===== config.mk =====
export PLATFORM = sky130hd
export DESIGN_NAME = rmq_sqrt
export DESIGN_NICKNAME = d
export VERILOG_FILES = /design/src/hdl/rmq_pkg.sv /design/src/hdl/rmq_sqrt.sv
export SDC_FILE = /design/constraint.sdc
export NUM_CORES = 2
export LEC_CHECK = 0
export BUFFER_PORTS_ARGS = -buffer_cell sky130_fd_sc_hd__buf_2
export CORE_MARGIN = 2
export CORE_UTILIZATION = 33
export DETAILED_ROUTE_END_ITERATION = 10
export PLACE_DENSITY = 0.47
export SLEW_MARGIN = 5
export SYNTH_ARGS = -nofsm -noshare
export SYNTH_HDL_FRONTEND = slang
export SYNTH_MEMORY_MAX_BITS = 65536
export SYNTH_SLANG_ARGS = --single-unit
export TNS_END_PERCENT = 30

===== constraint.sdc =====
create_clock -name i_clk -period 5.9 [get_ports i_clk]
set_clock_uncertainty 0.1 [all_clocks]
set_input_delay 0.59 -clock i_clk [delete_from_list [all_inputs] [get_ports i_clk]]
set_output_delay 0.59 -clock i_clk [all_outputs]
set_load 0.1 [all_outputs]

===== src/hdl/rmq_pkg.sv =====
package rmq_pkg;

    localparam int WORD_BITS = 32;
    localparam int FRAC_BITS = 30;

    typedef enum logic [1:0] {
        BR_TRACE = 2'd0,
        BR_M11   = 2'd1,
        BR_M22   = 2'd2,
        BR_M33   = 2'd3
    } t_branch;

endpackage


===== src/hdl/rmq_sqrt.sv =====
module rmq_sqrt #(
    parameter int RW = rmq_pkg::WORD_BITS + 2,
    parameter int F  = rmq_pkg::FRAC_BITS,
    parameter int SW = 1,
    localparam int SQW = RW + F,
    localparam int SQE = SQW + (SQW % 2),
    localparam int RTW = SQE / 2
) (
    input  logic            i_clk,
    input  logic            i_rst_n,
    input  logic            i_ce,
    input  logic            i_vld,
    input  logic [RW-1:0]   i_rad,
    input  logic [SW-1:0]   i_side,
    output logic            o_vld,
    output logic [RTW-1:0]  o_root,
    output logic [SW-1:0]   o_side
);

    logic [RTW+1:0] r_rem  [RTW];
    logic [RTW-1:0] r_root [RTW];
    logic [SQE-1:0] r_v    [RTW];
    logic [SW-1:0]  r_side [RTW];
    logic [RTW-1:0] r_vld;

    // one root bit per stage
    for (genvar g = 0; g < RTW; g++) begin : g_stage
        logic [RTW+1:0] p_rem;
        logic [RTW-1:0] p_root;
        logic [SQE-1:0] p_v;
        logic [SW-1:0]  p_side;
        logic           p_vld;
        logic [RTW+3:0] tmp;
        logic [RTW+3:0] trial;
        logic           ge;

        if (g == 0) begin : g_first
            assign p_rem  = '0;
            assign p_root = '0;
            assign p_v    = SQE'({i_rad, {F{1'b0}}});
            assign p_side = i_side;
            assign p_vld  = i_vld;
        end else begin : g_next
            assign p_rem  = r_rem[g-1];
            assign p_root = r_root[g-1];
            assign p_v    = r_v[g-1];
            assign p_side = r_side[g-1];
            assign p_vld  = r_vld[g-1];
        end

        always_comb begin
            tmp   = {p_rem, p_v[SQE-1 -: 2]};
            trial = {2'b00, p_root, 2'b01};
            ge    = (tmp >= trial);
        end

        always_ff @(posedge i_clk) begin
            if (!i_rst_n) begin
                r_vld[g] <= 1'b0;
            end else if (i_ce) begin
                r_vld[g] <= p_vld;
            end
        end

        always_ff @(posedge i_clk) begin
            if (i_ce) begin
                r_rem[g]  <= ge ? (RTW+2)'(tmp - trial) : (RTW+2)'(tmp);
                r_root[g] <= {p_root[RTW-2:0], ge};
                r_v[g]    <= {p_v[SQE-3:0], 2'b00};
                r_side[g] <= p_side;
            end
        end
    end

    assign o_vld  = r_vld[RTW-1];
    assign o_root = r_root[RTW-1];
    assign o_side = r_side[RTW-1];

endmodule


# Word-level counts from Yosys, hierarchy flattened
# Memories as Yosys holds them, arrays and structs flattened.
# Cells that the tools add are included.
totals:
  ff_bits: 32
  ramBits: 4128
  in_bits: 39
  output_inout_bits: 34
  elab_cells: 134
  mem_count: 4
memory_table:
  columns: ["memory", "depth", "width", "rd", "rd_clocked_by_memory_dff", "write_ports", "line", "source"]
  rows:
  - ["r_v", 32, 62, 31, 0, 32, "rmq_sqrt.sv:22", "logic [SQE-1:0] r_v [RTW];"]
  - ["r_rem", 32, 34, 31, 0, 32, "rmq_sqrt.sv:20", "logic [RTW+1:0] r_rem [RTW];"]
  - ["r_root", 32, 32, 32, 0, 32, "rmq_sqrt.sv:21", "logic [RTW-1:0] r_root [RTW];"]
  - ["r_side", 32, 1, 32, 0, 32, "rmq_sqrt.sv:23", "logic [SW-1:0] r_side [RTW];"]
classes:
  addsub: 32
  order_cmp: 32
  mux: 34
ops:
  columns: ["cell", "count"]
  rows:
  - ["$ge 36x34->1", 31]
  - ["$mux 34", 32]
  - ["$sub 34x34->34", 31]
  - ["$sub 2x1->3 const B", 1]
  - ["$ge 2x1->1 const B", 1]
  - ["$mux 1", 2]

# Logic depth before layout (Yosys ltp)
# An unclocked memory read counts as a cell.
depth:
  ltp_word: 3
  mapped_depth: 14
  ltp_nobuf: 13

# Worst setup path before layout
# No wires, ideal clock.
synth_path:
  path_type: "register to register"
  from: "memory r_rem[1][272] in the netlist's numbering"
  to: "memory r_rem[1][327] in the netlist's numbering, data pin"
  setup_time_ns: 0.260
  t_arrival_ns: 3.485
  required_ns: 5.540
  setup_slack_ns: 2.055
  path_stages_with_launch: 13
  n_path_buf: 2
  period_less_slack_ns: 3.845
  path_cell_list: "edfxtp_1 -> ha_1 -> fa_1 -> a211oi_1 -> nor2_1 -> a41oi_1 -> a21oi_1 -> o211ai_1 -> o21ai_0 -> a2111o_1 -> clkbuf_1 -> clkbuf_1 -> mux2_2"
synth_lines:
  columns: ["element", "line"]
  rows:
  - ["start, declared", "rmq_sqrt.sv:20"]

==> results.sh <==
export IMPL_status="complete, no violations"
export IMPL_gr_total_overflow=0
export IMPL_area_growth_pct=13.1
export IMPL_r2r_start="r_rem[1][272]"
export IMPL_hp_class="in2reg"
export IMPL_start_util_pct=33.1
export IMPL_cts_root_buf="clkbuf_16"
export IMPL_routed_wl_mm=213
export IMPL_grt_max_degree=162
export IMPL_vias_per_cell=4.92
export IMPL_clk_pin_slew_ns=0.06
export IMPL_portBuffers=72
export IMPL_holdWs_ns=0.101
export IMPL_finalMaxSlewViolations=0
export IMPL_design_core_area_sq_mm=0.288
export IMPL_nFillCells=27700
export IMPL_place_area_sq_mm=0.100
export IMPL_die_w_um=541
export IMPL_postRouteAntennaNets=0
export IMPL_final_hold_viol_count=0
export IMPL_yosysSeqAreaShare_pct=58.1
export IMPL_syn_num_nets=8612
export IMPL_synth_area_sq_mm=0.0953
export IMPL_synth_distinct_cells=87
export IMPL_slowest_stage="a2111o_1"
export IMPL_startpoint_type="register"
export IMPL_cap_violations=0
export IMPL_cts_buffer_depth=4
export IMPL_r2r_end="r_rem[1][313]"
export IMPL_worstSetupPathType="reg2reg"
export IMPL_peakVddDrop_v=0.000217
export IMPL_crit_end="r_rem[1][313]"
export IMPL_dp_cells=11800
export IMPL_numCtsBuffers=216
export IMPL_async_flop_share_pct=0
export IMPL_synth_edf_count=1821
export IMPL_period_minus_slack_ns=4.66
export IMPL_hpwl_mm=156
export IMPL_grt_pass1_wl_mm=335
export IMPL_num_rows=197
export IMPL_synthFlopType="edfxtp_1"
export IMPL_place_congestion=0.833
export IMPL_final_instance_count_excl_fill=12200
export IMPL_vias=60200
export IMPL_synth_warnings=0
export IMPL_synth_top_area_share_pct=57.4
export IMPL_final_nets=8857
export IMPL_wl_per_cell_um=17.4
export IMPL_cp_required_ns=6.37
export IMPL_setup_tns_ns=0
export IMPL_utilization_pct=37.5
export IMPL_tritoncts="built"
export IMPL_crit_fanout=31
export IMPL_dieArea_sq_mm=0.293
export IMPL_yosys_register_bits=1853
export IMPL_synth_top_area_cell="edfxtp_1"
export IMPL_end_kind="register"
export IMPL_reg2regPathDepth=11
export IMPL_drt_iter0_markers=3580
export IMPL_antenna_found_initial=3
export IMPL_clock_sinks=1853
export IMPL_post_cts_buffers=0
export IMPL_cp_data_arrival_time_ns=5.13
export IMPL_final_cell_area_sq_mm=0.108
export IMPL_synth_most_common_cell="edfxtp_1"
export IMPL_drt_first_pass_iters=6
export IMPL_drive_above_1_share_pct=7.59
export IMPL_post_cts_resized=0
export IMPL_leakage_nw=41.0
export IMPL_max_stage_delay_ns=0.71
export IMPL_htreeDepth=4
export IMPL_max_slew_margin_rel_pct=18.7
export IMPL_clk_latency_ns=0.86
export IMPL_setup_violations=0
export IMPL_drc=0
export IMPL_fin_crit_sh_pct=79.0
export IMPL_grt_pass1_vias=60000
export IMPL_ys_top_cells_by_area="edfxtp_1, ha_1, xnor2_1"
export IMPL_io_pins=73
export IMPL_track_usage_pct=14.3
export IMPL_r2r_setup_slack_ns=1.24
export IMPL_synthTopCellsByCount="edfxtp_1, inv_1, a21oi_1"
export IMPL_max_freq_ghz=0.214
export IMPL_path_cells="ha_1 > fa_1 > a211oi_1 > nor2_1 > a41oi_1 > a21oi_1 > o211ai_1 > o21ai_0 > a2111o_1 > buf_4 > mux2_2"
export IMPL_fp_dieH_um=541
export IMPL_synth_avg_cell_area_sq_um=11.9
export IMPL_tightest_slew_ns=1.21
export IMPL_rsz0062_at_grt="no"
export IMPL_synthCells=8026
export IMPL_powerDensity_mw_per_mm2=373
export IMPL_cp_startpoint="r_rem[1][272]"
-- cells by family (layout without fill, tap and decap cells) --
logic type                 count (synthesis)  after routing  share of synthesized area [%]
AOI/OAI and AO/OA                       1642           1642                           10.7
xor gates and xnor gates                 793            793                           7.29
adders and majority gates                547            547                           7.29
buffers and inverters                    826           1248                           3.28
DFF                                     1853           1853                           58.1
muxes                                    167            167                           1.92
other                                      1              2                        0.00394
and+or+nand+nor                         2197           2197                           11.5
-- timing repair --
item / CTS / global route
hold buffers: 37 / 0
setup endpoints to repair: 0 / 0
hold endpoints to repair: 37 / 0
-- cell usage in the layout (no fill, tap or decap), types with 51 or more instances in the layout --
cell / n
clkbuf_16: 220
xnor2_1: 455
inv_1: 680
o21a_1: 110
o21ai_0: 361
nor3_1: 217
xor2_1: 338
a211oi_1: 55
or3_1: 90
nand4_1: 79
nor2_1: 559
edfxtp_1: 1821
a21o_1: 192
nor2b_1: 96
buf_2: 71
nand3_1: 143
ha_1: 533
a21oi_1: 572
nand2_1: 534
o21bai_1: 51
mux2_2: 123
nand2b_1: 107
nor4_1: 94
-- flip-flops by register name (all words and copies together), names as in the netlist --
signal and flops:
r_rem 989, r_root 528, r_side 32, r_v 272, g_stage.p_vld 31, o_vld 1
-- power breakdown --
group | total, W | switching [W] | internal (W)
logic | 0.00880 | 0.00497 | 0.00382
registers | 0.0182 | 0.00137 | 0.0169
clock network | 0.0131 | 0.00543 | 0.00769
total | 0.0402 | 0.0118 | 0.0284
-- worst max-delay path, delay by kind of cell, from the launching register on --
kind / cells / cell delay (ns)
adder cells (fa/ha/maj): 2 / 0.72
buffers and inverters: 1 / 0.35
AND/OR/NAND/NOR: 1 / 0.11
multiplexers: 1 / 0.30
AO/OA/AOI/OAI: 6 / 2.31
flip-flops: 1 / 0.47
-- per-layer routing --
metal  up-vias  share of wire, %  global-route usage (%)  wire (um)
li1      29900                 -                       -          -
met1     29100                43                    17.3      91000
met2       892                51                    26.0     109000
met3       349               3.2                    1.78       6780
met4         0               2.9                    4.43       6190
met5         -                 0                       0          0
-- final cells by class --
type                    instances  area (sq um)  share of cell area (%)
flip-flops and latches       1853         55300                    51.4
multi-input cells            5347         36900                    34.2
clock buffers                 264          5720                    5.31
well taps                    3781          4730                    4.39
inverters                     683          2560                    2.38
repair buffers                170          1340                    1.25
clock inverters               131          1180                    1.09
diodes                          1          2.50                 0.00232
-- per-stage QoR --
stage | power [W] | setup slack (ns)
3_5_place_dp | 0.0273 | 1.31
4_1_cts | 0.0408 | 1.27
5_1_grt | 0.0425 | 0.996
6_report | 0.0402 | 1.24
3_3_place_gp | 0.0272 | 1.42
2_1_floorplan | 0.0245 | 2.06
-- worst min path at each step --
stage	from	endpoint	depth (start not counted)
2_1_floorplan	r_side[0][9]	r_side[0][10]	0
3_3_place_gp	r_v[0][675]	r_v[0][739]	0
3_5_place_dp	r_side[0][9]	r_side[0][10]	0
4_1_cts	i_rst_n	g_stage[3].p_vld	2
5_1_grt	i_rst_n	g_stage[3].p_vld	2
6_report	i_rst_n	g_stage[3].p_vld	2
No activity file was read; power rests on OpenSTA's default activity.
