`src/hdl/rmq_pkg.sv`:
```
package rmq_pkg;

    localparam int WORD_BITS = 32;
    localparam int FRAC_BITS = 30;

    typedef enum logic [1:0] {
        BR_TRACE = 2'd0,
        BR_M11   = 2'd1,
        BR_M22   = 2'd2,
        BR_M33   = 2'd3
    } t_branch;

endpackage

```
`src/hdl/rmq_front.sv`:
```
module rmq_front #(
    parameter int W = rmq_pkg::WORD_BITS,
    parameter int F = rmq_pkg::FRAC_BITS,
    localparam int RW  = W + 2,
    localparam int NMW = W + 1
) (
    input  logic                    i_clk,
    input  logic                    i_rst_n,
    input  logic                    i_ce,
    input  logic                    i_vld,
    input  logic signed [W-1:0]     i_m [9],
    output logic                    o_vld,
    output rmq_pkg::t_branch        o_br,
    output logic                    o_degen,
    output logic [RW-1:0]           o_rmag,
    output logic [2:0]              o_sgn,
    output logic [2:0][NMW-1:0]     o_mag
);

    localparam logic signed [W+2:0] ONE = (W+3)'(1) << F;

    logic signed [W+1:0]   tr;
    logic signed [W+2:0]   x11, x22, x33;
    logic signed [W:0]     d32_23, d13_31, d21_12, s12_21, s13_31, s23_32;
    rmq_pkg::t_branch      n_br;
    logic signed [W+2:0]   n_r;
    logic signed [W:0]     n_num [3];

    rmq_pkg::t_branch      r_br;
    logic signed [W+2:0]   r_r;
    logic signed [W:0]     r_num [3];
    logic                  r_vld1;

    // stage 1: pick the branch, form radicand and off-diagonal terms
    always_comb begin
        tr  = (W+2)'(i_m[0]) + (W+2)'(i_m[4]) + (W+2)'(i_m[8]);
        x11 = (W+3)'(i_m[0]);
        x22 = (W+3)'(i_m[4]);
        x33 = (W+3)'(i_m[8]);
        d32_23 = (W+1)'(i_m[7]) - (W+1)'(i_m[5]);
        d13_31 = (W+1)'(i_m[2]) - (W+1)'(i_m[6]);
        d21_12 = (W+1)'(i_m[3]) - (W+1)'(i_m[1]);
        s12_21 = (W+1)'(i_m[1]) + (W+1)'(i_m[3]);
        s13_31 = (W+1)'(i_m[2]) + (W+1)'(i_m[6]);
        s23_32 = (W+1)'(i_m[5]) + (W+1)'(i_m[7]);
        if (tr > 0) begin
            n_br     = rmq_pkg::BR_TRACE;
            n_r      = ONE + (W+3)'(tr);
            n_num[0] = d32_23;
            n_num[1] = d13_31;
            n_num[2] = d21_12;
        end else if (i_m[0] > i_m[4] && i_m[0] > i_m[8]) begin
            n_br     = rmq_pkg::BR_M11;
            n_r      = ONE + x11 - x22 - x33;
            n_num[0] = d32_23;
            n_num[1] = s12_21;
            n_num[2] = s13_31;
        end else if (i_m[4] > i_m[8]) begin
            n_br     = rmq_pkg::BR_M22;
            n_r      = ONE + x22 - x11 - x33;
            n_num[0] = d13_31;
            n_num[1] = s12_21;
            n_num[2] = s23_32;
        end else begin
            n_br     = rmq_pkg::BR_M33;
            n_r      = ONE + x33 - x11 - x22;
            n_num[0] = d21_12;
            n_num[1] = s13_31;
            n_num[2] = s23_32;
        end
    end

    always_ff @(posedge i_clk) begin
        if (!i_rst_n) begin
            r_vld1 <= 1'b0;
        end else if (i_ce) begin
            r_vld1 <= i_vld;
        end
    end

    always_ff @(posedge i_clk) begin
        if (i_ce) begin
            r_br  <= n_br;
            r_r   <= n_r;
            r_num <= n_num;
        end
    end

    // stage 2: split signs and magnitudes, flag a non-positive radicand
    always_ff @(posedge i_clk) begin
        if (!i_rst_n) begin
            o_vld <= 1'b0;
        end else if (i_ce) begin
            o_vld <= r_vld1;
        end
    end

    always_ff @(posedge i_clk) begin
        if (i_ce) begin
            o_br    <= r_br;
            o_degen <= (r_r <= 0);
            o_rmag  <= r_r[RW-1:0];
            for (int l = 0; l < 3; l++) begin
                o_sgn[l] <= r_num[l][W];
                o_mag[l] <= r_num[l][W] ? NMW'(-r_num[l]) : NMW'(r_num[l]);
            end
        end
    end

endmodule

```
`config.mk`:
```
export PLATFORM = sky130hd
export DESIGN_NAME = rmq_front
export DESIGN_NICKNAME = d
export VERILOG_FILES = /design/src/hdl/rmq_pkg.sv /design/src/hdl/rmq_front.sv
export SDC_FILE = /design/constraint.sdc
export NUM_CORES = 2
export LEC_CHECK = 0
export ABC_AREA = 1
export BUFFER_PORTS_ARGS = -buffer_cell sky130_fd_sc_hd__buf_4
export CAP_MARGIN = 10
export CORE_MARGIN = 5
export CORE_UTILIZATION = 60
export DETAILED_ROUTE_END_ITERATION = 10
export PLACE_DENSITY = 0.91
export SLEW_MARGIN = 10
export SYNTH_ARGS = -nofsm -noshare
export SYNTH_HDL_FRONTEND = slang
export SYNTH_SLANG_ARGS = --single-unit
```
`constraint.sdc`:
```
create_clock -name i_clk -period 11.6 [get_ports i_clk]
set_input_delay 1.16 -clock i_clk [delete_from_list [all_inputs] [get_ports i_clk]]
set_output_delay 1.16 -clock i_clk [all_outputs]
set_load 0.02 [all_outputs]
```
# Word level (Yosys, flattened, before mapping)
# Cells that the tools add are included.
[classes] reduce_logical=2 order_cmp=5 addsub=21 n_mux=11
[op_table] op="two-way mux 99 bit" n=3
[op_table] op="adder 32 x 32 -> 33 bit" n=4
[op_table] op="two-way mux 35 bit" n=3
[op_table] op="subtractor 34 x 32 -> 35 bit" n=3
[op_table] op="subtractor 33 x 32 -> 34 bit" n=3
[op_table] op="adder 32 x 32 -> 33 bit, first input constant" n=3
[op_table] op="negator 33 bit" n=3
[op_table] op="subtractor 32 x 32 -> 33 bit" n=3
[op_table] op="> comparator 32 bit" n=3
[op_table] op="two-way mux 32 bit" n=3
[op_table] op="adder 32 x 34 -> 35 bit, first input constant" n=1
[op_table] op="<= comparator 35 x 1 -> 1 bit, second input constant" n=1
[op_table] op="adder 33 x 32 -> 34 bit" n=1
[op_table] op="> comparator 34 x 1 -> 1 bit, second input constant" n=1
[op_table] op="two-way mux 1 bit" n=2
[op_table] op="OR reduction 2 bit" n=1
[op_table] op="logical AND 1 bit" n=1
[word_totals] regBits=277 output_inout_bits=140 input_bits=292

# Longest topological paths before layout
[logic_depth] word_depth=6 depth_mapped=33 ltp_nobuf=31

# Worst setup path before layout
# No wires, ideal clock.
[synth_timing] path_kind="input-to-reg" start="input port i_m[15] (netlist name)" end="register r_num[66] (netlist name) (data pin)" cell_stages=30 path_buffers=2 setup_slack_ns=6.520 t_required_ns=11.347 arrival_ns=4.827 path_cell_list="inv_1 -> fa_1 -> inv_1 -> ha_1 -> nand2_1 -> inv_1 -> nand2_1 -> nand2_1 -> a21oi_1 -> nor2_1 -> nor2_1 -> a21oi_1 -> or2_2 -> xor2_1 -> ha_1 -> nand2_1 -> nor3_1 -> nand2_1 -> nor2_1 -> nand3_1 -> nor2_1 -> nand2_1 -> nor2_1 -> nand3_1 -> nor2_1 -> nand2_2 -> buf_2 -> buf_2 -> nand3_1 -> nand2_1"
[synth_lines] item="start: declaration" line="rmq_front.sv:11" source="input logic signed [W-1:0] i_m [9],"
[synth_lines] item="end signal: assignment" line="rmq_front.sv:85" source="r_num <= n_num;"
[synth_lines] item="end: declaration" line="rmq_front.sv:31" source="logic signed [W:0] r_num [3];"

# Worst setup path in the final report
[layout_timing] start="input port i_m[9] (netlist name)" end="register r_br[0] (data pin)"
[layout_between] elab_chain_len=3 elab_cells_between_ends=7
[layout_rtl] item="parallel branches: the longest is 3 deep, another holds adder 33 x 32 -> 34 bit"
[layout_rtl] item="end signal: assignment" line="rmq_front.sv:83" source="r_br <= n_br;"
[layout_rtl] item="end: declaration" line="rmq_front.sv:29" source="rmq_pkg::t_branch r_br;"
# Parallel ways; which one is timed is not known.
# A chain may end at the register's enable or synchronous reset.

==> results_dict.tcl <==
set metrics [dict create \
    power_per_cell_area_nw_per_um2 151.4 \
    die_width_um 280.7 \
    synth.ff_latch_count 277 \
    cts_root_buf "sky130_fd_sc_hd__clkbuf_16" \
    rsz0062_at_grt "false" \
    netlist_area_before_placement_um2 43950 \
    global_route_total_overflow 0 \
    maxSlewHeadroom 0.2082 \
    setup_viol 0 \
    worst_ep_required_time_ns 12.05 \
    clock-skew-final_ns 0.01955 \
    drive_above_1_share 0.07522 \
    detailedPlacementHpwl_um 161600 \
    endpoint_of_the_worst_register_to_register_path "o_mag[88]" \
    highest_attainable_clock_frequency_ghz 0.1396 \
    fin_crit_ns 7.164 \
    num_io_pins 432 \
    ant_nets 0 \
    net_count_synth 7658 \
    drc 0 \
    xor_xnor_portion_of_the_synthesized_cell_area 0.06018 \
    p_leak_nw 25.88 \
    fin_tns_setup_ns 0 \
    grt_first_pass_wirelength_um 277900 \
    area_delta_synth_final_pct 11.38 \
    drtPass1Iterations 10 \
    complex_gate_fraction_of_the_synthesized_area 0.1031 \
    buffer_ports.inserted 431 \
    area_of_the_core_um2 72830 \
    worst-setup-path-type "input pin to register" \
    grt_max_degree 141 \
    gr-usage-all-layers 0.4639 \
    largest_family_of_logic_cells_by_synthesized_area "simple AND/OR/NAND/NOR gates" \
    start_util 0.6035 \
    cts.sink_count 277 \
    worst_path_most_repeated_cell "sky130_fd_sc_hd__nor2_1" \
    synth_fa_ha_area_frac 0.2351 \
    critical_path.startpoint_type "input pin" \
    grt_pass1_vias 45270 \
    antenna_found_initial 12 \
    finalCritPeriodShare 0.6176 \
    postSynthCellCount 6623 \
    crit-reg2reg-launch "r_num[1]" \
    tightest_slew_ns 1.188 \
    holdBufCountCts 0 \
    yosys_warnings 0 \
    place_inst 7869 \
    routabilityCongestion 1.132 \
    synthMuxAreaShare 0 \
    vias_per_cell 6.093 \
    outcome "complete, no violations" \
    critPathArrivalTime_ns 7.62 \
    synth_top_flop_cell "sky130_fd_sc_hd__edfxtp_1" \
    timing.critical_path.fanout_max 86 \
    postCtsSetupBuffers 0 \
    clk_pin_slew_ns 0.06 \
    critPathSlowestCell "sky130_fd_sc_hd__buf_4" \
    r2r.worst_path.cells 13 \
    chipHeight_um 280.7 \
    slowest_delay_ns 0.80 \
    layout.cells.non_filler 7942 \
    worst_skew_pair.late_latency_ns 0.60 \
    fraction_of_synthesis_flops_using_an_asynchronous_set_or_reset_pin 0 \
    detail_route.wl_per_cell_um 24.20 \
    routed_wl_um 192200 \
    synth.lib_cells_used.distinct 46 \
    ff2ff_setup_slack_ns 8.15 \
    hold_path_class "register to register" \
    cts-resized-gates 0 \
    synthesis.area_per_instance_um2 6.637 \
    timing_max_transition_violations_final 0 \
    initialDrtViolationCount 7611 \
    std_cell_rows 99 \
    synth_simple_gate_area_share 0.3075 \
    routed-via-count 48390 \
    tritoncts_clock_tree "done" \
    setup.worst_path.end "r_br[0]" \
    h_tree_lvl_count 1 \
    setup.worst_path.start "i_m[9]" \
    nets 7977 \
    timing.final.hold_violations 0 \
    worst_ir_drop_vdd_uv 168.8 \
    dieArea_um2 78770 \
    critPathCaptureType "register" \
    cts_made_buffers 30 \
    cts-root-to-sink-buffers 3 \
    maxcap_viol_count 0 \
    synth_edf_count 275 \
    yosysSeqAreaShare 0.1888 \
]
how the worst min path moves through the flow:
stage,start,end,slack (ns),cells after the start
6_report,r_r[20],o_rmag[20],0.45,0
5_1_grt,r_br[1],o_br[1],0.47,0
4_1_cts,r_r[20],o_rmag[20],0.45,0
3_5_place_dp,r_r[25],o_rmag[25],0.44,0
3_3_place_gp,r_r[2],o_rmag[2],0.43,0
2_1_floorplan,r_br[0],o_br[0],0.40,0
state kept, by name, indices dropped and copies added (netlist names):
register and cells:
o_rmag 34, o_sgn 3, o_degen 1, o_vld 1, o_mag 99, r_br 2, r_vld1 1, r_r 35
r_num 99, o_br 2
synthesized netlist by cell type, drive strengths merged (4+ instances only):
library cell,instances,share of area
a21o,25,0.0043
o21bai,46,0.0079
xnor2,71,0.014
inv,1038,0.089
xor2,231,0.046
nand3b,27,0.0046
ha,605,0.17
o211ai,10,0.0017
o21ai,288,0.033
and2,4,0.00057
or2,25,0.0036
fa,138,0.063
buf,65,0.0085
clkbuf,93,0.0079
nor3,88,0.010
nor4,43,0.0061
a31oi,20,0.0028
nand3,551,0.063
nor2,585,0.050
nand2,1878,0.16
edfxtp,275,0.19
a21oi,406,0.046
nand4,53,0.0075
o21a,17,0.0029
a21boi,18,0.0031
layout make-up:
class | count | area (um2)
well taps | 959 | 1200
fillers | 6497 | 23880
inverters | 1041 | 3909
clock inverters | 14 | 247.7
diodes | 17 | 42.54
multi-input cells | 5147 | 31080
repair buffers | 445 | 3361
flip-flops and latches | 277 | 8298
clock buffers | 42 | 815.8
per-layer routing:
metal / GRT usage / up-vias / part of all wire
met5: 0 / - / 0.000052
met4: 0.3111 / 2 / 0.091
met3: 0.1340 / 939 / 0.14
met2: 0.7216 / 3682 / 0.43
met1: 0.5592 / 22020 / 0.35
li1: - / 21760 / -
cells by family after synthesis:
family          count (synthesis)
compound gates                837
xor+xnor                      302
fa+ha+maj                     743
buf+inv                      1199
flops                         277
simple gates                 3265
worst max-delay path, delay by kind of cell:
kind,cells,cell delay [ns]
AND/OR/NAND/NOR,18,3.10
AO/OA/AOI/OAI,2,0.43
XOR/XNOR,1,0.26
buffers and inverters,5,1.30
adder cells (fa/ha/maj),3,1.20
power by group:
group | internal (W) | switching (W) | total (W)
combinational | 0.00139 | 0.00314 | 0.00453
sequential | 0.00151 | 0.000313 | 0.00183
clock | 0.000626 | 0.000429 | 0.00105
through the flow:
step / cell area (um2) / hold WS [ns] / total power, W / setup WS, ns / utilization
floorplan: 43950 / 0.4003 / 0.004329 / 6.520 / -
detailed placement: 47850 / 0.4360 / 0.006087 / 4.049 / 0.6570
CTS: 48910 / 0.4511 / 0.007146 / 4.608 / 0.6716
global placement: 47850 / 0.4326 / 0.006018 / 4.226 / 0.6570
global route: 48920 / 0.4676 / 0.007674 / 3.954 / 0.6716
finish: 48960 / 0.4508 / 0.007412 / 4.436 / 0.6721
cell usage in the layout, fill, tap and decap left out, types with 3 or more instances in the layout:
| cell type | count |
|---|---|
| sky130_fd_sc_hd__nand4_1 | 53 |
| sky130_fd_sc_hd__nand3_1 | 548 |
| sky130_fd_sc_hd__nor2_1 | 585 |
| sky130_fd_sc_hd__nor4_1 | 43 |
| sky130_fd_sc_hd__o21ai_1 | 3 |
| sky130_fd_sc_hd__nand2_4 | 3 |
| sky130_fd_sc_hd__o211ai_1 | 10 |
| sky130_fd_sc_hd__o21a_1 | 17 |
| sky130_fd_sc_hd__or2_2 | 23 |
| sky130_fd_sc_hd__xor2_1 | 231 |
| sky130_fd_sc_hd__clkinv_1 | 5 |
| sky130_fd_sc_hd__bufinv_16 | 6 |
| sky130_fd_sc_hd__edfxtp_1 | 275 |
| sky130_fd_sc_hd__a21boi_0 | 18 |
| sky130_fd_sc_hd__nand3b_1 | 27 |
| sky130_fd_sc_hd__clkinv_2 | 4 |
| sky130_fd_sc_hd__clkbuf_16 | 30 |
| sky130_fd_sc_hd__ha_1 | 605 |
| sky130_fd_sc_hd__a21o_1 | 25 |
| sky130_fd_sc_hd__buf_4 | 443 |
| sky130_fd_sc_hd__and3_1 | 3 |
| sky130_fd_sc_hd__diode_2 | 17 |
| sky130_fd_sc_hd__xnor2_1 | 71 |
| sky130_fd_sc_hd__nor3_1 | 88 |
| sky130_fd_sc_hd__nand2_1 | 1874 |
| sky130_fd_sc_hd__o21bai_1 | 46 |
| sky130_fd_sc_hd__nand3_4 | 3 |
| sky130_fd_sc_hd__nand2b_1 | 3 |
| sky130_fd_sc_hd__o21ai_0 | 285 |
| sky130_fd_sc_hd__clkbuf_1 | 10 |
| sky130_fd_sc_hd__fa_1 | 138 |
| sky130_fd_sc_hd__a21oi_1 | 405 |
| sky130_fd_sc_hd__a31oi_1 | 20 |
| sky130_fd_sc_hd__inv_1 | 1035 |
| sky130_fd_sc_hd__and2_1 | 4 |
No activity file was read; power rests on OpenSTA's default activity.
