`config.mk`:
```
export PLATFORM = sky130hd
export DESIGN_NAME = rmq_out
export DESIGN_NICKNAME = d
export VERILOG_FILES = /design/src/hdl/rmq_pkg.sv /design/src/hdl/rmq_out.sv
export SDC_FILE = /design/constraint.sdc
export NUM_CORES = 1
export LEC_CHECK = 0
export ABC_AREA = 1
export BUFFER_PORTS_ARGS = -buffer_cell sky130_fd_sc_hd__buf_2
export CAP_MARGIN = 30
export CELL_PAD_IN_SITES_DETAIL_PLACEMENT = 0
export CELL_PAD_IN_SITES_GLOBAL_PLACEMENT = 1
export CORE_MARGIN = 3
export CORE_UTILIZATION = 30
export CTS_BUF_LIST = sky130_fd_sc_hd__clkbuf_8
export DETAILED_ROUTE_END_ITERATION = 10
export HOLD_SLACK_MARGIN = 0.03
export PLACE_DENSITY_LB_ADDON = 0.08
export SETUP_SLACK_MARGIN = 0.02
export SLEW_MARGIN = 10
export SYNTH_ARGS = -nofsm -noshare
export SYNTH_HDL_FRONTEND = slang
export SYNTH_SLANG_ARGS = --single-unit
```
`constraint.sdc`:
```
create_clock -name i_clk -period 3.93 [get_ports i_clk]
set_input_delay 0.786 -clock i_clk [delete_from_list [all_inputs] [get_ports i_clk]]
set_output_delay 0.786 -clock i_clk [all_outputs]
set_load 0.03 [all_outputs]
```
`src/hdl/rmq_pkg.sv`:
```
package rmq_pkg;

    localparam int WORD_BITS = 32;
    localparam int FRAC_BITS = 30;

    typedef enum logic [1:0] {
        BR_TRACE = 2'd0,
        BR_M11   = 2'd1,
        BR_M22   = 2'd2,
        BR_M33   = 2'd3
    } t_branch;

endpackage

```
`src/hdl/rmq_out.sv`:
```
module rmq_out #(
    parameter int W  = rmq_pkg::WORD_BITS,
    parameter int QW = 63,
    parameter int DW = 33
) (
    input  logic                i_clk,
    input  logic                i_rst_n,
    input  logic                i_ce,
    input  logic                i_vld,
    input  logic [2:0][QW-1:0]  i_q,
    input  logic [DW-1:0]       i_d,
    input  rmq_pkg::t_branch    i_br,
    input  logic                i_degen,
    input  logic [2:0]          i_sgn,
    output logic                o_vld,
    output logic [3:0][W-1:0]   o_quat,
    output rmq_pkg::t_branch    o_br,
    output logic                o_degen
);

    localparam logic [QW-1:0] MAXP   = QW'({1'b0, {(W-1){1'b1}}});
    localparam logic [QW-1:0] MINMAG = MAXP + QW'(1);

    function automatic logic [W-1:0] f_sat(input logic [QW-1:0] q, input logic neg);
        logic [W-1:0] res;
        if (neg) begin
            if (q > MINMAG) begin
                res = {1'b1, {(W-1){1'b0}}};
            end else begin
                res = W'(-q);
            end
        end else begin
            if (q > MAXP) begin
                res = MAXP[W-1:0];
            end else begin
                res = q[W-1:0];
            end
        end
        return res;
    endfunction

    logic               dg;
    logic [3:0][W-1:0]  n_quat;

    // lanes hold the non-leading components in ascending order
    always_comb begin
        dg = i_degen | (i_d == '0);
        for (int k = 0; k < 4; k++) begin
            if (k == int'(i_br)) begin
                n_quat[k] = f_sat(QW'(i_d[DW-1:2]), 1'b0);
            end else if (k < int'(i_br)) begin
                n_quat[k] = f_sat(i_q[k], i_sgn[k]);
            end else begin
                n_quat[k] = f_sat(i_q[k-1], i_sgn[k-1]);
            end
            if (dg) begin
                n_quat[k] = '0;
            end
        end
    end

    always_ff @(posedge i_clk) begin
        if (!i_rst_n) begin
            o_vld <= 1'b0;
        end else if (i_ce) begin
            o_vld <= i_vld;
        end
    end

    always_ff @(posedge i_clk) begin
        if (i_ce) begin
            o_quat  <= n_quat;
            o_br    <= i_br;
            o_degen <= dg;
        end
    end

endmodule

```
* Word-level counts from Yosys, hierarchy flattened *
Index checks and enable logic that the tools add are counted.

operators by class
  order comparisons = 9
  equal/unequal tests = 3
  bitwise logic cells = 1
  multiplexer cells = 16
  reductions and logical operators = 6
  add/subtract/negate cells = 3

operator list
  operator                number
  $mux W32                12
  $gt A63 B31 Y1 const B  3
  $gt A63 B32 Y1 const B  3
  $mux W31                4
  $neg A32 Y32            3
  $logic_not A33 Y1       1
  $reduce_or A2 Y1        4
  $eq A2 B2 Y1 const A    2
  $lt A1 B2 Y1 const A    2
  $eq A1 B2 Y1 const A    1
  $logic_not A2 Y1        1
  $lt A2 B2 Y1 const A    1
  $or A1 B1 Y1            1

storage, ports and cells
  bits in registers = 132
  input port bits = 232
  word-level logic and storage cells = 49

* Depth between registers and ports, before layout *
Gate-level depths: netlist (run 1).

  word-level depth = 5
  mapped depth = 16
  gate-level depth less buffers = 15

* Least setup slack after synthesis (run 1) *
Ideal clock, no wire load.

  path type = input -> register
  start point = input port i_q[126] (netlist name)
  end point = register o_quat[86] (netlist name) (data pin)
  cell stages on the path = 15
  arrival = 2.205 ns
  buffers on the path = 1
  setup time = 0.127 ns
  path slack = 1.598 ns
  cell sequence = inv_1 > ha_1 > nand3_4 > nor2_4 > nand2_2 > nor2_2 > nand2_2 > nand2_4 > buf_6 > nand3b_1 > nand2_1 > nand2_1 > nand3_1 > nand2_1 > inv_1

on the way
  word-level cells in the longest chain between the ends = 5
  elaborated cells between the ends (all ways) = 8
  those cells by class = add/sub (1); order compare (2); mux (5)

RTL lines
  element                                 line                          source
  from (decl)                             rmq_out.sv:10                 input logic [2:0][QW-1:0] i_q,
  $gt A63 B31 Y1 (tied with other cells)  rmq_out.sv:33                 if (q > MAXP) begin
  $mux W32 (on tied branches)             rmq_out.sv:33, rmq_out.sv:27
  $mux W32 (*)                            rmq_out.sv:26                 if (neg) begin
  $mux W32 (*)                            rmq_out.sv:51                 end else if (k < int'(i_br)) begin
  $mux W31 (*)                            rmq_out.sv:49                 if (k == int'(i_br)) begin
  to (signal assigned)                    rmq_out.sv:72                 o_quat <= n_quat;
  to (decl)                               rmq_out.sv:16                 output logic [3:0][W-1:0] o_quat,

Mark *: on every way between the ends. The rest lies on a longest branch, timed or not.
A chain may end at the register's enable or synchronous reset.

* Worst setup path in the final report (run 1) *
  start point = input port i_q[62] (netlist name)
  end point = register o_quat[30] (netlist name) (data pin)

on the way
  word-level cells in the longest chain between the ends = 5
  elaborated cells between the ends (all ways) = 7
  those cells by class = order compare (2); mux (5)

RTL lines
  element                                                  line
  $gt A63 B31 Y1 / $gt A63 B32 Y1 (equally long branches)  rmq_out.sv:33, rmq_out.sv:27
  $mux W32 (on tied branches)                              rmq_out.sv:33, rmq_out.sv:27
  $mux W32 (*)                                             rmq_out.sv:26
  $mux W32 (*)                                             rmq_out.sv:51
  $mux W31 (*)                                             rmq_out.sv:49

Mark *: on every way between the ends. The rest lies on a longest branch, timed or not. The select of a mux whose other input is x is not followed.

==> results.tsv, run 1 <==
stage	metric	value	unit
outcome	status	completed	
logic_synthesis	Synth Register Bits	132	
logic_synthesis	Compound-Gate Fraction of Synth Area	7.082	%
timing	fin crit period	2.809	ns
timing	Final Setup Violations	0	
logic_synthesis	share of the synthesized area in the top cell type	31.72	%
clock_tree	Clk pin slew, worst setup/hold paths	0.10	ns
detailed_routing	DRT iter0 DRCs	1345	
clock_tree	CTS root buffer	clkbuf_8	
placed_design	DPL Wire Length	46960	um
setup_path	CP Max Fanout	23	
detailed_routing	DRC viols	0	
pwr	PwrDens	277.0	nW/um^2
floorplanning	Die W	209.3	um
floorplanning	Initial Util	30.79	%
setup_path	Worst setup SP type	input pin	
setup_path	FF-to-FF Start	o_vld$_SDFFE_PN0P_	
logic_synthesis	number of enable flip-flop cells after synthesis	131	
clock_tree	hold_buf cts	0	
timing	Final Skew	0	ns
min_path	hold_sp	i_vld	
logic_synthesis	largest family of logic cells by synthesized area	simple AND/OR/NAND/NOR gates	
timing	Peak Freq	356.0	MHz
logic_synthesis	Avg Synthesized Cell Area	6.125	sq um
logic_synthesis	Gate Count Post-Synth	2025	
setup_path	Crit path required time	4.18	ns
detailed_routing	Wirelength per Cell	20.10	um
placed_design	RePlAce Congestion	0.9290	
clock_tree	H-tree depth	4	
timing	Final period util	71.47	%
global_route	GRT Total Usage	25.64	%
logic_synthesis	Top FF cell, synth	edfxtp_1	
logic_synthesis	area share of fa/ha/maj cells after synthesis	0.6053	%
clock_tree	Num CTS Buffers	17	
layout	layout cell share with drive strength beyond 1	19.69	%
timing	Hold Violations, Final	0	
setup_path	crit path DAT	3.06	ns
setup_path	CP Capture Type	flip-flop	
timing	Slew Viols, Final	0	
timing	Slew @ Worst Pin	0.8904	ns
layout	nets@finish	2592	
logic_synthesis	area leader, netlist	edfxtp_1	
detailed_routing	TritonRoute pass-1 iters	6	
detailed_routing	Via Count	14450	
logic_synthesis	mapped cell area	12400	sq um
detailed_routing	final wirelength	58160	um
detailed_routing	vias per std cell	4.992	
logic_synthesis	Unique masters post-synth	36	
global_route	largest net degree at the start of global routing	88	
clock_tree	Max clock buf depth	2	
timing	worst rel slew slack	40.50	%
logic_synthesis	mux share of post-synthesis cell area	0	%
pwr	Tot Pwr	4.185	mW
logic_synthesis	Post-synth ARST share	0	%
setup_path	start point of the critical path	i_q[62]	
clock_tree	clock latency on the worst-skew pair	0.47	ns
floorplanning	Die H	209.3	um
logic_synthesis	post-synthesis simple-gate area fraction	45.59	%
logic_synthesis	synth top area cells	edfxtp_1, nand2_1, nor2_1	
pwr	peak supply drop	185.8	uV
setup_path	r2r setup slk	3.30	ns
logic_synthesis	Yosys warnings	0	
clock_tree	CTS tree	yes	
floorplanning	I/O pin total	364	
global_route	first-pass GRT wire length	85570	um
min_path	HP Class	in -> reg	
clock_tree	Setup Buffers After CTS	0	
floorplanning	row cnt	73	
global_route	initial antenna violation count	6	
floorplanning	CORE AREA	40280	sq um
setup_path	CP Class	in -> reg	
clock_tree	Clock Sinks	132	
placed_design	Port Buffers	363	
logic_synthesis	post-synthesis xor/xnor area fraction	3.743	%
job	max_cap viols	0	
floorplanning	die area	43820	sq um
logic_synthesis	Mapped Nets	2263	
timing	TNS Setup	0	ns
layout	area grow syn2layout	21.79	%
global_route	number of global-route vias before repair	13700	
logic_synthesis	post-synthesis sequential area ratio	31.88	%
detailed_routing	ANT nets after route	0	
pwr	Leakage	7.356	nW
global_route	gr ovfl total	0	
clock_tree	# resized after CTS	0	
timing	RSZ-0062 raised after global routing	false	
[registers in the layout, summed over array words and instances, names as in the netlist]
| register | count |
|---|---|
| o_degen | 1 |
| o_quat | 128 |
| o_vld | 1 |
| o_br | 2 |
[synthesized netlist by cell type (7+ instances only)]
| cell | count |
|---|---|
| buf_6 | 10 |
| nor2_2 | 11 |
| a21oi_1 | 79 |
| xor2_1 | 41 |
| xnor2_1 | 12 |
| nand2_1 | 722 |
| buf_2 | 26 |
| nand4_1 | 47 |
| nor2_1 | 319 |
| nand3_2 | 9 |
| nand3_1 | 150 |
| o21ai_1 | 12 |
| edfxtp_1 | 131 |
| inv_1 | 247 |
| nand2_2 | 7 |
| clkbuf_1 | 29 |
| nor3_1 | 14 |
| buf_1 | 7 |
| nand3b_1 | 36 |
| o21ai_0 | 77 |
[routing by layer]
metal | wire (um) | global-route usage [%]
met1 | 26530 | 37.41
met2 | 25610 | 39.13
met3 | 4741 | 4.709
met4 | 1245 | 6.420
met5 | 27 | 0
[worst paths after layout]
check	cells past startpoint	end
setup / recovery	14	o_quat[30]$_SDFFCE_PP0P_
hold / removal	3	o_vld$_SDFFE_PN0P_
setup reg to reg	2	o_vld$_SDFFE_PN0P_
hold reg to reg	2	o_vld$_SDFFE_PN0P_
[cell type report]
| type | instances | area, sq um |
|---|---|---|
| fill | 4571 | 25170 |
| multi-input combinational | 1562 | 7089 |
| sequential | 132 | 3954 |
| timing repair buffer | 390 | 2085 |
| inverter | 251 | 942.2 |
| tap | 525 | 656.9 |
| clock buffer | 17 | 234.0 |
| clock inverter | 15 | 140.1 |
| antenna | 2 | 5.005 |
[cells by family after synthesis]
| group | Yosys count |
|---|---|
| compound gates | 173 |
| xor+xnor | 53 |
| fa+ha+maj | 6 |
| buf+inv | 331 |
| flops | 132 |
| simple gates | 1330 |
[where the power goes]
part / total (mW) / leakage, nW / switching [mW] / internal [mW]
sequential: 1.75 / 1.27 / 0.0629 / 1.69
combinational: 1.26 / 5.90 / 0.908 / 0.350
clock: 1.17 / 0.190 / 0.659 / 0.514
total: 4.18 / 7.36 / 1.63 / 2.55
[worst max-delay path: stages]
cell,delay (ns)
buf_2,0.10
nor2_1,0.17
nand2_1,0.08
nor2_1,0.10
nand2_1,0.05
nor2_1,0.25
nand2_1,0.11
nand2_1,0.65
buf_4,0.24
nand2_1,0.05
nand2_1,0.05
nand2_1,0.14
o21ai_0,0.21
inv_1,0.07
[per-stage QoR]
step | hold WS (ns) | instance area (sq um) | utilization (%) | instances | setup WS [ns]
2_1_floorplan | 0.6550 | 12400 | - | 2025 | 1.598
6_report | 0.5380 | 15110 | 37.50 | 2894 | 1.121
5_1_grt | 0.5276 | 15100 | 37.50 | 2893 | 0.8270
4_1_cts | 0.5000 | 15080 | 37.44 | 2891 | 1.156
3_5_place_dp | 0.5269 | 14710 | 36.51 | 2859 | 0.6265
3_3_place_gp | 0.5205 | 14710 | 36.51 | 2859 | 0.6069
[layout by cell type, fill, tap and decap left out, types with 17 or more instances in the layout]
cell      synthesis  routed
buf_2            26     362
edfxtp_1        131     131
nand4_1          47      47
inv_1           247     247
clkbuf_8          0      17
o21ai_0          77      77
buf_4             6      23
nand3b_1         36      36
nand3_1         150     150
nand2_1         722     721
nor2_1          319     317
a21oi_1          79      79
xor2_1           41      41
Note: power is estimated with default switching activity, not from simulation.
==> run 2, diff against run 1 <==
clock period = 2.9 ns   (was 3.93 ns; I/O delays follow)
==> run 2 against run 1 <==
  * Core utilization is 0.88 points higher
  * Clock skew unchanged
  * Final cell count increased by 1.4%
  * Hold slack worse by 0.22 ns
  * Critical path depth unchanged
  * Setup slack worse by 0.55 ns
  * Non-clock buffer count grew 40
  * Cell area up 2.3%
  * Clock-buffer cell count unchanged
  * Critical path type unchanged
  * Critical endpoint is now o_quat[66]$_SDFFCE_PP0P_
==> results.tsv, run 2 (same netlist as run 1, synthesis figures left out) <==
stage	metric	value	unit	change
placed_design	DPL Wire Length	47970	um	+2.2%
layout	max FFs per register	128		unchanged
setup_path	Worst R2R Path Depth	2		unchanged
clock_tree	Setup Buffers After CTS	0		unchanged
layout	Finished Layout Cells	2934		+1.4%
timing	RSZ-0062 raised after global routing	false		
setup_path	CP Max Fanout	26		+13%
floorplanning	die area	43820	sq um	unchanged
detailed_routing	Via Count	14500		+0.40%
floorplanning	CORE AREA	40280	sq um	unchanged
clock_tree	Max clock buf depth	2		unchanged
global_route	gr ovfl total	0		unchanged
setup_path	Crit path required time	3.24	ns	-0.94 ns
timing	Final Setup Violations	0		unchanged
floorplanning	Initial Util	30.79	%	unchanged
setup_path	Buf+Inv Stages, Crit Path	3		unchanged
setup_path	CP Class	in -> reg		
clock_tree	Num CTS Buffers	17		unchanged
setup_path	CP max-delay cell	a21oi_1		
layout	commonest cells after routing, fill and taps aside	nand2_1, buf_2, nor2_1		
timing	Worst Hold Slack	0.3214	ns	-0.2167 ns
setup_path	WP depth	14		unchanged
global_route	first-pass GRT wire length	86040	um	+0.55%
pwr	sw power	2.178	mW	+34%
global_route	number of global-route vias before repair	13790		+0.65%
setup_path	r2r setup slk	2.26	ns	-1.04 ns
placed_design	RePlAce Congestion	0.9732		+4.8%
timing	Final Skew	0	ns	unchanged
setup_path	CP max stage delay	0.36	ns	-0.29 ns
timing	Slew @ Worst Pin	0.6237	ns	-0.2667 ns
pwr	Clock Power Share	27.1	%	-0.9 points
setup_path	Worst setup SP type	input pin		
clock_tree	CTS root buffer	clkbuf_8		
layout	register area	3954	sq um	unchanged
outcome	status	completed		
detailed_routing	Wirelength per Cell	20.10	um	about the same
setup_path	start point of the critical path	i_q[64]		
setup_path	CP cell instances	buf_2 -> inv_1 -> ha_1 -> nand2_4 -> nor2_4 -> nand2_2 -> nor2_1 -> nand2_1 -> nand2_4 -> buf_12 -> nand3_2 -> a21oi_1 -> nor2_1 -> nor2_1		
pwr	peak supply drop	276.7	uV	+49%
clock_tree	H-tree depth	4		unchanged
pwr	Leakage	7.567	nW	+2.9%
layout	Largest Register	o_quat		
timing	Slew Viols, Final	0		unchanged
setup_path	reg2reg end	o_vld$_SDFFE_PN0P_		
pwr	Flop pwr share	42.1	%	+0.2 points
timing	fin crit period	2.331	ns	
detailed_routing	DRC viols	0		unchanged
timing	Final period util	80.37	%	
timing	Hold Violations, Final	0		unchanged
clock_tree	hold_buf cts	0		unchanged
layout	commonest non-fill, non-tap cell in the layout	nand2_1		
placed_design	Port Buffers	363		unchanged
layout	# fillers	4562		-0.20%
layout	Largest regs	o_quat x128, o_br x2		
setup_path	Worst path top cell family by delay	simple AND/OR/NAND/NOR gates		
clock_tree	# resized after CTS	0		unchanged
layout	area grow syn2layout	24.64	%	
detailed_routing	TritonRoute pass-1 iters	5		-1
clock_tree	clock latency on the worst-skew pair	0.49	ns	+0.02 ns
detailed_routing	DRT iter0 DRCs	1328		-1.3%
global_route	largest net degree at the start of global routing	58		-34%
min_path	HP Class	in -> reg		
floorplanning	I/O pin total	364		unchanged
setup_path	FF-to-FF Start	o_vld$_SDFFE_PN0P_		
setup_path	CP Capture Point	o_quat[66]$_SDFFCE_PP0P_		
floorplanning	Die H	209.3	um	unchanged
detailed_routing	ANT nets after route	0		unchanged
pwr	internal power	3.469	mW	+36%
clock_tree	Clk pin slew, worst setup/hold paths	0.07	ns	-0.03 ns
global_route	GRT Total Usage	25.91	%	+0.27 points
global_route	initial antenna violation count	6		unchanged
timing	worst rel slew slack	58.06	%	+18 points
timing	Peak Freq	429.1	MHz	
floorplanning	row cnt	73		unchanged
job	max_cap viols	0		unchanged
clock_tree	Clock Sinks	132		unchanged
setup_path	crit path DAT	2.67	ns	-0.39 ns
layout	area of the multi-input gates	7089	sq um	unchanged
placed_design	dpl cells	2899		+1.4%
pwr	Comb pwr share	30.8	%	+0.7 points
clock_tree	CTS tree	yes		
detailed_routing	final wirelength	58970	um	+1.4%
setup_path	CP most frequent cell	nor2_1		
pwr	PwrDens	365.3	nW/um^2	+32%
pwr	switch share	38.57	%	-0.39 points
layout	nets@finish	2632		+1.5%
layout	layout cell share with drive strength beyond 1	21.02	%	+1.3 points
setup_path	CP Capture Type	flip-flop		
detailed_routing	vias per std cell	4.943		-0.97%
floorplanning	Die W	209.3	um	unchanged
run 2: layout make-up:
| type | count | area share, % |
|---|---|---|
| Multi-Input combinational cell | 1562 | 45.86 |
| Sequential cell | 132 | 25.57 |
| Timing Repair Buffer | 430 | 15.83 |
| Inverter | 251 | 6.094 |
| Tap cell | 525 | 4.249 |
| Clock buffer | 17 | 1.513 |
| Clock inverter | 15 | 0.8498 |
| Antenna cell | 2 | 0.03237 |
run 2: worst min-delay path by stage:
| stage | start | to | slack [ns] | cells past startpoint |
|---|---|---|---|---|
| 4_1_cts | i_vld | o_vld$_SDFFE_PN0P_ | 0.30 | 3 |
| 2_1_floorplan | o_vld$_SDFFE_PN0P_ | o_vld$_SDFFE_PN0P_ | 0.66 | 2 |
| 5_1_grt | i_vld | o_vld$_SDFFE_PN0P_ | 0.29 | 3 |
| 3_5_place_dp | o_vld$_SDFFE_PN0P_ | o_vld$_SDFFE_PN0P_ | 0.56 | 2 |
| 3_3_place_gp | o_vld$_SDFFE_PN0P_ | o_vld$_SDFFE_PN0P_ | 0.53 | 2 |
| 6_report | i_vld | o_vld$_SDFFE_PN0P_ | 0.32 | 3 |
run 2: stage by stage:
| step | util [%] | worst slack [ns] | power, mW | instance area, sq um | TNS, ns |
|---|---|---|---|---|---|
| detailed placement | 37.41 | 0.005955 | 4.138 | 15070 | 0 |
| CTS | 38.32 | 0.5504 | 5.671 | 15430 | 0 |
| global placement | 37.41 | -0.06449 | 4.152 | 15070 | -0.1452 |
| finish | 38.38 | 0.5693 | 5.647 | 15460 | 0 |
| global route | 38.37 | 0.4030 | 5.926 | 15450 | 0 |
| floorplan | - | 0.7742 | 3.317 | 12400 | 0 |
run 2: per-layer routing:
metal	GRT usage [%]	vias up	share of wire, %
met5	0	-	0.081
met4	5.404	8	1.7
met3	5.785	57	8.0
met2	39.99	527	44
met1	37.23	6751	46
li1	-	7161	-
run 2: worst min-delay path, cell delays in order:
cell     delay [ns]
buf_2          0.09
inv_1          0.04
a21oi_1        0.05
run 2: power groups by stage:
stage | clock (mW) | combinational [mW] | sequential [mW]
2_1_floorplan | 0 | 0.602 | 2.72
3_3_place_gp | 0 | 1.73 | 2.42
3_5_place_dp | 0 | 1.72 | 2.41
4_1_cts | 1.56 | 1.73 | 2.38
5_1_grt | 1.65 | 1.89 | 2.39
6_report | 1.53 | 1.74 | 2.38
==> run 3, diff against run 2 <==
clock period = 2.3 ns   (was 2.9 ns; I/O delays follow)
==> run 3 against run 2 <==
  * Setup slack lost 0.47 ns
  * Wire length grew 5.8%
  * Critical path depth grew 4
  * Sequential share of layout area shrank 3.7 points
  * Largest cell class unchanged
  * Via count grew 9.9%
  * Combinational power grew 46%
  * Sequential power grew 26%
  * Global-route usage grew 1.8 points
  * Sequential cell count is the same
  * Total power grew 32%
==> results.tsv, run 3 (same netlist as run 1, synthesis figures left out) <==
stage	metric	value	unit	change
outcome	status	completed		
setup_path	CP Capture Type	flip-flop		
global_route	number of global-route vias before repair	15120		+9.7%
detailed_routing	ANT nets after route	0		unchanged
clock_tree	CTS root buffer	clkbuf_8		
detailed_routing	DRC viols	0		unchanged
timing	worst rel slew slack	60.05	%	+2.0 points
pwr	PwrDens	413.1	nW/um^2	+13%
detailed_routing	DRT iter0 DRCs	1262		-5.0%
layout	Largest regs	o_quat x128, o_br x2		
global_route	GRT Total Usage	27.68	%	+1.8 points
layout	fin util	44.85	%	+6.5 points
floorplanning	row cnt	73		unchanged
global_route	largest net degree at the start of global routing	71		+22%
layout	antenna diode count	0		-2
detailed_routing	vias per std cell	4.882		-1.2%
setup_path	Worst R2R Path Depth	2		unchanged
clock_tree	CTS tree	yes		
setup_path	r2r setup slk	1.68	ns	-0.58 ns
clock_tree	clock latency on the worst-skew pair	0.48	ns	about the same
detailed_routing	final wirelength	62380	um	+5.8%
floorplanning	CORE AREA	40280	sq um	unchanged
timing	Final Setup Violations	0		unchanged
min_path	Hold EP	o_vld$_SDFFE_PN0P_		
floorplanning	I/O pin total	364		unchanged
min_path	hold_sp	i_vld		
pwr	peak supply drop	366.6	uV	+32%
detailed_routing	Wirelength per Cell	19.11	um	-4.9%
timing	Slew @ Worst Pin	0.5942	ns	-0.02955 ns
setup_path	CP max stage delay	0.21	ns	-0.15 ns
setup_path	Worst setup SP type	input pin		
job	max_cap viols	0		unchanged
setup_path	Buf+Inv Stages, Crit Path	6		+3
timing	Final period util	95.65	%	
layout	commonest cells after routing, fill and taps aside	nand2_1, buf_4, buf_2		
layout	Post-Layout Inst Area	18060	sq um	+17%
layout	max FFs per register	128		unchanged
placed_design	RePlAce Congestion	1.044		+7.3%
setup_path	Worst path top cell family by delay	simple AND/OR/NAND/NOR gates		
clock_tree	Max clock buf depth	2		unchanged
clock_tree	Clock Sinks	132		unchanged
clock_tree	Num CTS Buffers	17		unchanged
min_path	hold path depth	3		unchanged
setup_path	CP Max Fanout	13		-50%
global_route	first-pass GRT wire length	92400	um	+7.4%
floorplanning	Initial Util	30.79	%	unchanged
pwr	Leakage	9.217	nW	+22%
layout	Largest Register	o_quat		
setup_path	CP max-delay cell	ha_1		
setup_path	reg2reg end	o_vld$_SDFFE_PN0P_		
placed_design	Port Buffers	363		unchanged
min_path	HP Class	in -> reg		
detailed_routing	TritonRoute pass-1 iters	5		unchanged
timing	Worst Hold Slack	0.2072	ns	-0.1142 ns
setup_path	FF-to-FF Start	o_vld$_SDFFE_PN0P_		
layout	area grow syn2layout	45.64	%	
layout	layout cell share with drive strength beyond 1	30.60	%	+9.6 points
setup_path	CP Class	in -> reg		
timing	fin crit period	2.200	ns	
detailed_routing	Via Count	15940		+9.9%
global_route	gr ovfl total	0		unchanged
timing	final worst setup slack	0.1001	ns	-0.4692 ns
layout	nets@finish	2964		+13%
layout	# fillers	4368		-4.3%
setup_path	crit path DAT	2.58	ns	-0.09 ns
placed_design	cell area after placement	17700	sq um	+17%
timing	Slew Viols, Final	0		unchanged
setup_path	CP most frequent cell	nand2_1		
global_route	initial antenna violation count	1		-5
setup_path	Crit path required time	2.68	ns	-0.56 ns
timing	TNS Setup	0	ns	unchanged
timing	RSZ-0062 raised after global routing	false		
setup_path	CP cell instances	buf_2 -> inv_1 -> ha_1 -> nand2_2 -> nor2_4 -> nand2_1 -> nor2_2 -> buf_4 -> nand2_1 -> nand2_2 -> buf_12 -> buf_12 -> nand4_1 -> nand2_1 -> nand2_1 -> nand3_2 -> nand2_1 -> inv_1		
timing	Peak Freq	454.6	MHz	
clock_tree	H-tree depth	4		unchanged
layout	commonest non-fill, non-tap cell in the layout	nand2_1		
placed_design	post-place setup slack	-0.4389	ns	-0.4448 ns
floorplanning	Die W	209.3	um	unchanged
floorplanning	die area	43820	sq um	unchanged
timing	Hold Violations, Final	0		unchanged
clock_tree	hold_buf cts	0		unchanged
placed_design	DPL Wire Length	51990	um	+8.4%
floorplanning	Die H	209.3	um	unchanged
timing	Final Skew	0	ns	unchanged
clock_tree	Clk pin slew, worst setup/hold paths	0.09	ns	+0.02 ns
## run 3: per-layer routing
layer	wire, um	share of wire, %	vias to the layer above	GRT usage, %
li1	-	-	7803	-
met3	4689	7.5	61	4.380
met5	0	0	-	0
met1	29610	47	7461	41.14
met4	1117	1.8	0	5.358
met2	26970	43	611	42.61
## run 3: metrics by stage
step | power (mW) | instances
2_1_floorplan | 4.183 | 2025
3_3_place_gp | 5.594 | 3232
3_5_place_dp | 5.584 | 3232
4_1_cts | 7.482 | 3264
5_1_grt | 7.818 | 3264
6_report | 7.462 | 3264
## run 3: worst max-delay path by stage
stage	cells after the start	slack (ns)	start	end
global route	15	0.02	i_q[92]	o_quat[32]$_SDFFCE_PP0P_
CTS	18	0.09	i_q[0]	o_quat[52]$_SDFFCE_PP0P_
floorplan	15	0.29	i_q[126]	o_quat[86]$_SDFFCE_PP0P_
global placement	18	-0.44	i_q[0]	o_quat[52]$_SDFFCE_PP0P_
finish	18	0.10	i_q[0]	o_quat[52]$_SDFFCE_PP0P_
detailed placement	18	-0.44	i_q[0]	o_quat[52]$_SDFFCE_PP0P_
## run 3: power breakdown
| part | leakage, nW | switching, mW | internal [mW] |
|---|---|---|---|
| sequential | 1.27 | 0.124 | 2.89 |
| combinational | 7.77 | 1.63 | 0.910 |
| clock | 0.179 | 1.07 | 0.837 |
| total | 9.22 | 2.82 | 4.64 |
## run 3: what timing repair did
item | in CTS | in global routing
buffers inserted | 0 | 0
resized for setup | 0 | 2
endpoints found under the setup margin | 0 | 1
## run 3: layout make-up
| cell class | instances | area (sq um) | area share (%) |
|---|---|---|---|
| timing repair buffer | 762 | 5065 | 28.04 |
| sequential | 132 | 3954 | 21.89 |
| multi-input combinational | 1562 | 7092 | 39.26 |
| clock buffer | 17 | 234.0 | 1.295 |
| tap | 525 | 656.9 | 3.636 |
| clock inverter | 15 | 120.1 | 0.6650 |
| inverter | 251 | 942.2 | 5.216 |
## run 3: worst min-delay path: stages
cell and delay (ns):
buf_2 0.10, inv_1 0.04, a21oi_1 0.05
